### config.mk
export PLATFORM = sky130hd
export DESIGN_NAME = svpwm_div_cell
export DESIGN_NICKNAME = d
export VERILOG_FILES = /design/src/rtl/core/svpwm_div_cell.sv
export SDC_FILE = /design/constraint.sdc
export NUM_CORES = 1
export LEC_CHECK = 0
export BUFFER_PORTS_ARGS = -buffer_cell sky130_fd_sc_hd__buf_2
export CORE_UTILIZATION = 47
export CTS_CLUSTER_DIAMETER = 100
export DETAILED_ROUTE_END_ITERATION = 8
export PLACE_DENSITY = 0.79
export SLEW_MARGIN = 20
export SYNTH_ARGS = -nofsm -noshare
export SYNTH_HDL_FRONTEND = slang
export SYNTH_SLANG_ARGS = --single-unit
### constraint.sdc
create_clock -name clk -period 3 [get_ports clk]
set_input_delay 0.6 -clock clk [delete_from_list [all_inputs] [get_ports clk]]
set_output_delay 0.6 -clock clk [all_outputs]
set_load 0.02 [all_outputs]
### src/rtl/core/svpwm_div_cell.sv
// ----------------------------------------------------------------------------
// svpwm_div_cell
// one registered restoring division step, one quotient bit
// ----------------------------------------------------------------------------
module svpwm_div_cell #(
  parameter int QW = 38
) (
  input  logic          clk,
  input  logic          ce,
  input  logic [15:0]   den_in,
  input  logic [15:0]   rem_in,
  input  logic [QW-1:0] nq_in,
  output logic [15:0]   den_out,
  output logic [15:0]   rem_out,
  output logic [QW-1:0] nq_out
);

  logic [16:0] r2, r2_sub;
  logic        ge;

  // numerator bits shift out at the top, quotient bits shift in at the bottom
  always_comb begin
    r2     = {rem_in, nq_in[QW-1]};
    ge     = r2 >= {1'b0, den_in};
    r2_sub = r2 - {1'b0, den_in};
  end

  always_ff @(posedge clk) begin
    if (ce) begin
      den_out <= den_in;
      rem_out <= ge ? r2_sub[15:0] : r2[15:0];
      nq_out  <= {nq_in[QW-2:0], ge};
    end
  end

endmodule

==> results.json <==
{
  "place_area_mm2": 0.00411,
  "cts_buffers": 9,
  "crit_chain": "buf_2 -> inv_1 -> ha_1 -> a211oi_1 -> o211ai_1 -> o21ai_2 -> o211ai_2 -> a31oi_4 -> buf_4 -> mux2_2",
  "synthCells": 225,
  "tns_ns": 0,
  "routed_wl_um": 6890,
  "synth_edf_count": 70,
  "dp_hpwl_um": 5330,
  "die_h_um": 85.1,
  "final.min_clock_period_ns": 2.55,
  "ys_top_cells_by_count": "70 x edfxtp_1, 22 x inv_1, 16 x ha_1",
  "power.density_mw_per_mm2": 564,
  "period_share_pct": 85.1,
  "fp.dieW_um": 85.1,
  "outcome": "finished clean",
  "yosysMostFrequentCell": "edfxtp_1",
  "setup_viol": 0,
  "synth_nets": 314,
  "cts-root-buf": "clkbuf_8",
  "start_util_pct": 50.0,
  "crit_family": "compound AO/OA/AOI/OAI gates",
  "ctsResizeCount": 0,
  "synth_top_area_share_pct": 64.7,
  "fill_cells": 489,
  "ys_types": 39,
  "grt_pass1_wl_um": 10700,
  "synthArstFlopShare_pct": 0,
  "cts_setup_buffers": 0,
  "portBuffers": 141,
  "rows": 29,
  "crit_path_top_delay_cell": "mux2_2",
  "cts_buffer_depth": 2,
  "hold_buffers": 0,
  "area_growth_pct": 31.8,
  "grt_max_degree": 71,
  "wl_per_cell_um": 14.8,
  "worst_slew_pin_slew_ns": 0.502,
  "multi_input_area_mm2": 0.00103,
  "syn_area_mm2": 0.00325,
  "p_total_w": 0.00242,
  "dp.cells": 450,
  "critPathCapture": "rem_out[4]",
  "yosys-top-cells-area": "edfxtp_1 65%, ha_1 6.2%, mux2_4 2.8%",
  "synth_ff_type": "edfxtp_1",
  "finalHoldViolCount": 0,
  "first_global_vias": 2258,
  "h-tree-depth": 3,
  "finalInstanceArea_mm2": 0.00428,
  "yosysSeqAreaShare_pct": 64.7,
  "startpoint": "den_in[4]",
  "cp.arrival_ns": 2.66,
  "cp_max_fo": 10,
  "syn_area_per_cell_um2": 14.4,
  "antenna_found_initial": 0,
  "pre_cts_ws_ns": 0.0937,
  "min_path_type": "primary input to flop",
  "end_kind": "flop",
  "dieArea_mm2": 0.00724,
  "grt.total_usage_pct": 19.6,
  "core-area_mm2": 0.00649,
  "gr-total-overflow": 0,
  "yosysTopAreaCell": "edfxtp_1",
  "vias": 2387,
  "timing.fmax_mhz": 391,
  "diodes": 0,
  "drtAntennaViolNets": 0,
  "cts_tree": "yes",
  "p_leak_nw": 1.94,
  "whs_path_depth": 1,
  "vdd_drop_max_mv": 0.229,
  "nets": 473,
  "num_io_pins": 142,
  "drive_gt1_share_pct": 47.6,
  "maxCapViolCount": 0,
  "slew_viol_final": 0,
  "worst-setup-path-type": "primary input to flop",
  "cp.required_ns": 3.10,
  "route.detailed.drc": 0,
  "clkTransAtPathRegs_ns": 0.07,
  "cp-start-kind": "primary input",
  "worst-path-buf-inv": 3,
  "gp_congestion": 0.902,
  "rsz0062_at_grt": "no",
  "seqCellArea_mm2": 0.00210,
  "worst_slack_ns": 0.446,
  "cp_num_cells": 10,
  "first_pass_iters": 4,
  "fin_cells": 466,
  "yosys_warnings": 0,
  "drt_iter0_markers": 48,
  "cts.sinks": 70,
  "post_drt_via_cell_ratio": 5.12,
  "max_slew_margin_pct": 66.2,
  "cpPeakStageDelay_ns": 0.35,
  "ys_ff_latch": 70
}
area by class of cell:
| cell class | count | area share, % |
|---|---|---|
| flip-flops and latches | 70 | 49.1 |
| repair buffers | 152 | 18.7 |
| inverters | 22 | 1.93 |
| clock buffers | 10 | 2.98 |
| well taps | 77 | 2.25 |
| clock inverters | 6 | 0.906 |
| multi-input cells | 129 | 24.1 |
stage by stage:
stage	util (%)	hold slack, ns
detailed placement	63.3	0.778
floorplan	-	0.699
CTS	65.9	0.410
finish	65.9	0.427
global route	65.9	0.406
global placement	63.3	0.777
how the worst min path moves through the flow:
stage / startpoint / to / slack (ns)
global placement: nq_in[27] / nq_out[28] / 0.78
CTS: nq_in[35] / nq_out[36] / 0.41
finish: nq_in[2] / nq_out[3] / 0.43
floorplan: den_in[0] / den_out[0] / 0.70
global route: nq_in[35] / nq_out[36] / 0.41
detailed placement: nq_in[35] / nq_out[36] / 0.78
registers in the layout, summed over array words and instances (netlist names):
register	flops
nq_out	38
rem_out	16
den_out	16
cell usage in the layout, fill, tap and decap left out, types with 6 or more instances in the layout:
| master | n |
|---|---|
| buf_2 | 141 |
| edfxtp_1 | 70 |
| inv_1 | 22 |
| ha_1 | 16 |
| a21oi_1 | 14 |
| o21ai_0 | 12 |
| nor2_1 | 12 |
| buf_4 | 10 |
| clkbuf_8 | 9 |
| nand2_1 | 8 |
| a21o_1 | 7 |
| mux2_2 | 7 |
| mux2_4 | 6 |
| xnor2_1 | 6 |
power by group:
| part | total, W | internal (W) | switching [W] |
|---|---|---|---|
| Clock | 0.000647 | 0.000296 | 0.000351 |
| Sequential | 0.00121 | 0.00119 | 0.0000203 |
| Combinational | 0.000559 | 0.000234 | 0.000324 |
| Total | 0.00242 | 0.00172 | 0.000696 |
per-layer routing:
| layer | GRT usage [%] | part of all wire [%] | up-vias |
|---|---|---|---|
| li1 | - | - | 1168 |
| met1 | 23.2 | 40 | 1106 |
| met2 | 32.9 | 49 | 100 |
| met3 | 6.52 | 8.5 | 13 |
| met4 | 8.01 | 1.7 | 0 |
| met5 | 0 | 0 | - |
cells by family (layout without fill, tap and decap cells):
| logic type | count (synthesis) | count (layout) | share of synthesized area (%) |
|---|---|---|---|
| multiplexers | 15 | 15 | 5.82 |
| flip-flops | 70 | 70 | 64.7 |
| AND/OR/NAND/NOR | 33 | 33 | 5.09 |
| XOR/XNOR | 9 | 9 | 2.43 |
| AO/OA/AOI/OAI | 55 | 55 | 11.6 |
| buffers and inverters | 26 | 190 | 3.51 |
| adder cells (fa/ha/maj) | 17 | 17 | 6.78 |
(Power assumes the default switching activity.)
